===== src/rtl/gle_pkg.sv =====
`timescale 1ns / 1ps
// Shared types and constants of the GIF LZW code stream encoder.
// No dependencies; used by every module of the block.
package gle_pkg;

	localparam int CODE_DEPTH_DEF = 7;
	localparam int DICT_ENTRIES   = 4096;
	localparam int CODE_W         = 12;
	localparam int WIDTH_W        = 4;
	localparam int PIX_PORT_W     = 7;
	localparam logic [CODE_W-1:0] FLUSH_AT = 12'hfff;

	typedef struct packed {
		logic [PIX_PORT_W-1:0] pixel_index;
		logic                  end_of_image;
	} px_item_t;

	typedef struct packed {
		logic [7:0] data_byte;
		logic       last_byte;
	} cs_item_t;

	// Code handed from the dictionary sequencer to the bit packer.
	typedef struct packed {
		logic               valid;
		logic [CODE_W-1:0]  code;
		logic [WIDTH_W-1:0] width;
		logic               final_code;
	} pack_cmd_t;

	typedef enum logic [3:0] {
		ST_IDLE,
		ST_OPEN,
		ST_ROOT,
		ST_WALK,
		ST_PFX,
		ST_ADD,
		ST_LINK,
		ST_FLUSH,
		ST_LAST_PFX,
		ST_EOI
	} seq_state_t;

endpackage


===== src/rtl/gle_packer.sv =====
`timescale 1ns / 1ps
// Bit packer: gathers variable width codes LSB first and drains bytes.
// Depends on gle_pkg.
module gle_packer (
	input  logic               clk,
	input  logic               arst_n,
	input  gle_pkg::pack_cmd_t cmd,
	output logic               cmd_ready,
	output logic               cs_valid,
	input  logic               cs_ready,
	output gle_pkg::cs_item_t  cs_item
);
	import gle_pkg::*;

	localparam int ACC_W = CODE_W + 7;

	logic [ACC_W-1:0]  acc_q;
	logic [4:0]        cnt_q;
	logic              final_q;
	logic              put_ok;
	logic              byte_load;
	logic [CODE_W-1:0] code_m;
	logic [CODE_W:0]   mask;

	assign cmd_ready = (cnt_q < 5'd8) && !final_q;
	assign put_ok    = !cs_valid || cs_ready;
	assign byte_load = put_ok && ((cnt_q >= 5'd8) || final_q);
	assign mask      = (13'd1 << cmd.width) - 13'd1;
	assign code_m    = cmd.code & mask[CODE_W-1:0];

	always_ff @(posedge clk or negedge arst_n) begin
		if (!arst_n) begin
			acc_q    <= '0;
			cnt_q    <= '0;
			final_q  <= 1'b0;
			cs_valid <= 1'b0;
		end else begin
			if (byte_load)
				cs_valid <= 1'b1;
			else if (cs_ready)
				cs_valid <= 1'b0;
			if (cmd.valid && cmd_ready) begin
				acc_q   <= acc_q | (ACC_W'(code_m) << cnt_q);
				cnt_q   <= cnt_q + 5'(cmd.width);
				final_q <= cmd.final_code;
			end else if (put_ok && cnt_q >= 5'd8) begin
				cs_item.data_byte <= acc_q[7:0];
				cs_item.last_byte <= final_q && (cnt_q == 5'd8);
				if (cnt_q == 5'd8)
					final_q <= 1'b0;
				acc_q <= acc_q >> 8;
				cnt_q <= cnt_q - 5'd8;
			end else if (put_ok && final_q) begin
				// pad the tail byte with zeros
				cs_item.data_byte <= acc_q[7:0];
				cs_item.last_byte <= 1'b1;
				acc_q   <= '0;
				cnt_q   <= '0;
				final_q <= 1'b0;
			end
		end
	end

endmodule


===== config.mk =====
export PLATFORM = sky130hd
export DESIGN_NAME = gle_packer
export DESIGN_NICKNAME = d
export VERILOG_FILES = /design/src/rtl/gle_pkg.sv /design/src/rtl/gle_packer.sv
export SDC_FILE = /design/constraint.sdc
export NUM_CORES = 1
export LEC_CHECK = 0
export BUFFER_PORTS_ARGS = -buffer_cell sky130_fd_sc_hd__buf_2
export CELL_PAD_IN_SITES_DETAIL_PLACEMENT = 1
export CELL_PAD_IN_SITES_GLOBAL_PLACEMENT = 1
export CORE_UTILIZATION = 43
export DETAILED_ROUTE_END_ITERATION = 6
export PLACE_DENSITY_LB_ADDON = 0.1
export SLEW_MARGIN = 25
export SYNTH_ARGS = -nofsm -noshare
export SYNTH_HDL_FRONTEND = slang
export SYNTH_SLANG_ARGS = --single-unit

===== constraint.sdc =====
create_clock -name clk -period 2.3 [get_ports clk]
set_clock_uncertainty 0.05 [all_clocks]
set_input_delay 0.23 -clock clk [delete_from_list [all_inputs] [get_ports clk]]
set_output_delay 0.23 -clock clk [all_outputs]
set_load 0.005 [all_outputs]

# After elaboration in Yosys (flattened, before gate mapping)
# Index checks and enable logic that the tools add are counted.
# word_totals
regBits,35
input_bits,21
elab_cells,47
# classes
order_cmp,2
addsub,3
bitwise,3
shift,2
n_eq_ne,2
n_reduce_logical,15
muxes,14
# op_table
op,count
two-way mux 19 bit,3
OR 19 bit,1
<< shifter 12 x 5 -> 19 bit,1
two-way mux 9 bit,2
two-way mux 5 bit,3
AND 12 bit,1
<< shifter 1 x 4 -> 12 bit (first input constant),1
subtractor 12 x 1 -> 12 bit (second input constant),1
logical AND 1 bit,6
two-way mux 1 bit,6
adder 5 x 4 -> 5 bit,1
equality test 5 x 4 -> 1 bit (second input constant),1
>= comparator 5 x 4 -> 1 bit (second input constant),1
less-than comparator 5 x 4 -> 1 bit (second input constant),1
subtractor 5 x 4 -> 5 bit (second input constant),1
nonzero test 2 bit,2
inequality test 3 x 2 -> 1 bit (second input constant),1
AND reduction 3 bit,1
nonzero test 3 bit,1
zero test 1 bit,2
logical OR 1 bit,2
AND reduction 2 bit,1
NOT 1 bit,1

# Logic depth before layout (Yosys ltp)
# logic_depth
word_depth,6
mapped_depth,11

# Worst setup path after synthesis
# Ideal clock, no wire load.
# synth_path
path_type,input port to flip-flop
from,input cmd[4] (netlist name)
to,register acc_q[13]
t_required_ps,2128
stages,11
arrival_time_ps,2295
path_slack_ps,-166
cell_sequence,buf_6 -> nor3_1 -> nand2b_1 -> ha_1 -> buf_6 -> and2_2 -> o2111ai_1 -> o221ai_1 -> mux2_2 -> a221o_1 -> a32o_1
# synth_via
elab_chain_len,6
# synth_rtl
element,line_no,rtl
from (decl),gle_packer.sv:7,"input gle_pkg::pack_cmd_t cmd,"
<< shifter 1 x 4 -> 12 bit,gle_packer.sv:28,assign mask = (13'd1 << cmd.width) - 13'd1;
subtractor 12 x 1 -> 12 bit,gle_packer.sv:28,
AND 12 bit,gle_packer.sv:29,assign code_m = cmd.code & mask[CODE_W-1:0];
<< shifter 12 x 5 -> 19 bit,gle_packer.sv:43,acc_q <= acc_q | (ACC_W'(code_m) << cnt_q);
OR 19 bit,gle_packer.sv:43,
two-way mux 19 bit,gle_packer.sv:42,if (cmd.valid && cmd_ready) begin
to (signal assigned),gle_packer.sv:43,
to (signal assigned),gle_packer.sv:51,acc_q <= acc_q >> 8;
to (decl),gle_packer.sv:17,logic [ACC_W-1:0] acc_q;
# Every way passes these cells.
# A chain may end at the register's enable or synchronous reset.

# Worst setup path after layout
# layout_path
from,register cnt_q[4]
to,register acc_q[9]
# layout_via
elab_chain_len,4
elab_cells_between_ends,10
# layout_rtl
element,line_no,rtl
from (decl),gle_packer.sv:18,logic [4:0] cnt_q;
from (signal assigned),gle_packer.sv:44,cnt_q <= cnt_q + 5'(cmd.width);
from (signal assigned),gle_packer.sv:52,cnt_q <= cnt_q - 5'd8;
>= comparator 5 x 4 -> 1 bit / less-than comparator 5 x 4 -> 1 bit (equally long branches),"gle_packer.sv:46, gle_packer.sv:25",
logical AND 1 bit (on tied branches),"gle_packer.sv:46, gle_packer.sv:25",
two-way mux 19 bit / logical AND 1 bit (equally long branches),"gle_packer.sv:46, gle_packer.sv:42",
two-way mux 19 bit / nonzero test 3 bit (equally long branches),n/a,
# Parallel ways exist; a longest one is shown, timed or not.

==> impl_metrics.yaml <==
critical_path:
  setup.worst_path.end_class: "register"
  critical_path_s_slowest_cell: "sky130_fd_sc_hd__or4b_4"
  setup.worst_path.class: "register to register"
  critical-path-max-stage-delay_ns: 0.60
  crit_path_start_kind: "register"
  regToRegStartpoint: "cnt_q[4]$_DFFE_PN0P_"
  cp_data_arrival_time_ns: 2.26
  crit_chain: "or4b_4, o21ai_4, nand3_2, a222oi_1, o211ai_1"
  cp_max_fo: 9
  setup.worst_path.start: "cnt_q[4]$_DFFE_PN0P_"
  crit_required_ns: 2.40
clocking:
  number_of_buffers_added_by_the_clock_tree_synthesis_step: 5
  clk-insertion-delay-late_ns: 0.29
  tritoncts_num_sinks: 35
  ctsLongestPathBuffers: 2
  postCtsSetupBuffers: 0
  cts-htree-levels: 2
  clk_root_buffer_cell: "sky130_fd_sc_hd__clkbuf_8"
  tritoncts_clock_tree: "built"
  clkSlewWorstSetupHoldPaths_ns: 0.08
routing:
  drcViolationCount: 0
  postRouteWirelength_mm: 7.61
  detail_route.vias_per_cell: 6.06
  detail_route.first_pass.iterations: 4
  route.vias.total: 2405
  drtAntennaViolNets: 0
  wl_per_cell_um: 19.2
  first_drt_iteration_drcs: 158
power_and_ir_drop:
  sw_frac_of_total_pct: 43.3
  internal_power_w: 0.00192
  seq_power_share_pct: 29.9
  peakVddDrop_mv: 0.446
  pwr_total_w: 0.00338
  net-switching-power_w: 0.00146
  p_clk_share_pct: 13.1
  static_leakage_power_nw: 1.31
  pwr-share-comb_pct: 57.0
  power_density_of_the_placed_cells_nw_per_um2: 1110
synthesis:
  synth_area_leaders: "sky130_fd_sc_hd__dfrtp_1, sky130_fd_sc_hd__edfxtp_1, sky130_fd_sc_hd__o21ai_0"
  postSynth.topFlopCell: "sky130_fd_sc_hd__dfrtp_1"
  yosys_warnings: 0
  synth_fa_ha_area_share_pct: 3.76
  synth-seq-area-share_pct: 36.4
  simple_gate_area_share_of_the_yosys_netlist_pct: 18.9
  synth_top_family_by_area: "compound AO/OA/AOI/OAI gates"
  synthMuxAreaShare_pct: 4.21
  synth_enable_flop_cells: 9
  synth_cell_type_count: 66
  ys_async_rst_share_pct: 74.3
  synth_area_leader_cell: "sky130_fd_sc_hd__dfrtp_1"
  xor_xnor_cell_area_share_of_the_yosys_netlist_pct: 1.04
  synth.cell_area_um2: 2530
  synthesized_area_per_cell_um2: 9.44
  synth_nets: 296
  synth.cells.most_frequent: "sky130_fd_sc_hd__dfrtp_1, sky130_fd_sc_hd__nand2_1, sky130_fd_sc_hd__o21ai_0"
  yosys_register_bits: 35
  synth_top_area_share_pct: 25.7
  synth_compound_area_share_pct: 28.8
  synthesis.instances: 268
  synthMostInstantiatedCell: "sky130_fd_sc_hd__dfrtp_1"
final_layout:
  num_antenna_cells: 0
  postLayoutCoreUtil_pct: 54.7
  multi_input_comb_area_um2: 1480
  layout-drive-gt1-share_pct: 30.8
  layout.filler_cells: 670
  regArea_um2: 921
  post_layout_nonfiller_instances: 397
  fin_nets: 352
  syn_to_final_growth_pct: 20.5
grt:
  gr_overflow_total: 0
  number_of_global_route_vias_before_repair: 2452
  global_route.usage.total_pct: 26.9
  grt_start_max_net_pins: 27
  grt_first_pass_wirelength_mm: 12.7
  antenna_found_initial: 0
placement:
  hpwl_mm: 5.91
  port_buffers: 31
  gp_congestion: 0.879
  place.detailed.instances: 388
sta:
  fmaxAchievable_ghz: 0.464
  hold_violations: 0
  period_minus_ws_final_ns: 2.15
  timing.final.max_slew_violations: 0
  slew_headroom_pct: 68.4
  rsz_0062_raised_after_global_routing: "false"
  final.setup.tns_ns: 0
  setup_viol: 0
  worstMarginPinSlew_ns: 0.470
  period_share_pct: 93.6
floorplan:
  dieHeight_um: 78.7
  dieArea_um2: 6190
  core_region_area_um2: 5570
  die_x_um: 78.7
  rows: 27
  io_pins: 32
  starting_density_of_the_core_pct: 45.4
worst_hold_path:
  path_category_of_the_worst_min_delay_check: "primary input to register"
  hold_path.startpoint: "cmd[0]"
run_status:
  outcome: "finished clean"
flow_run:
  max-cap-violations: 0
final cells by class:
cell class	instances	share of cell area, %
clock buffers	6	2.38
clock inverters	2	0.411
inverters	8	0.985
multi-input cells	208	48.4
flip-flops and latches	35	30.2
well taps	72	2.96
repair buffers	66	14.6
power groups by stage:
| stage | Sequential [W] | Clock (W) | Combinational, W |
|---|---|---|---|
| after global routing | 0.00104 | 0.000473 | 0.00211 |
| after CTS | 0.00101 | 0.000452 | 0.00191 |
| after floorplan | 0.000986 | 0 | 0.00125 |
| after global placement | 0.00101 | 0 | 0.00184 |
| final | 0.00101 | 0.000443 | 0.00192 |
| after detailed placement | 0.00102 | 0 | 0.00190 |
layer usage:
| layer | track usage [%] | vias up | share of wire [%] |
|---|---|---|---|
| met5 | 0 | - | 0 |
| li1 | - | 1144 | - |
| met4 | 5.56 | 0 | 0.88 |
| met1 | 36.6 | 1200 | 46 |
| met2 | 45.4 | 54 | 49 |
| met3 | 3.72 | 7 | 4.5 |
state kept, by name (all words and copies together), names as in the netlist:
register,flops
cnt_q,5
cs_valid,1
acc_q,19
cs_item,9
final_q,1
metrics by stage:
step	instance area (um2)	setup WS (ns)	hold WS, ns
floorplan	2570	-0.0569	-0.116
detailed placement	2940	-0.191	0.247
finish	3050	0.146	0.184
global placement	2940	-0.0927	0.234
global route	3050	0.0328	0.223
CTS	3040	0.0948	0.185
path summary, 6_finish.rpt:
kind	to	slack (ns)	cells after the start
min in group asynchronous	final_q$_DFFE_PN0P_	0.44	3
min reg2reg	cs_item[5]$_DFFE_PP_	0.41	0
min	final_q$_DFFE_PN0P_	0.18	3
max in group asynchronous	acc_q[6]$_DFFE_PN0P_	1.48	3
max reg2reg	acc_q[9]$_DFFE_PN0P_	0.15	5
max	acc_q[9]$_DFFE_PN0P_	0.15	5
worst max-delay path: cells and delay by family, from the launching register on:
kind | cells | cell delay, ns
AND/OR/NAND/NOR | 2 | 0.82
AO/OA/AOI/OAI | 3 | 0.74
flip-flops | 1 | 0.40
cell usage in the layout, fill, tap and decap left out, drive strengths merged, types with 4 or more instances in the layout:
cell and count:
buf 65, dfrtp 26, o21ai 24, nand2 21, a21oi 17, nor2 14
nand3 13, and2 10, edfxtp 9, inv 8, a221oi 7, ha 6
clkbuf 6, nor3 6, nand2b 5, mux2i 5, a31oi 5, o211ai 5
a22oi 5, mux2 5, and3 4, a21o 4, a22o 4
cells by family after synthesis:
logic type               count (synthesis)
AO/OA/AOI/OAI                          101
XOR/XNOR                                 3
adder cells (fa/ha/maj)                  7
buffers and inverters                   25
flip-flops                              35
multiplexers                            10
AND/OR/NAND/NOR                         87
timing repair:
action | 4_1_cts | 5_1_grt
resized for setup | 0 | 4
hold endpoints to repair | 26 | 0
setup endpoints to repair | 0 | 10
hold buffers | 1 | 0
Power figures use the tool's default switching activity.
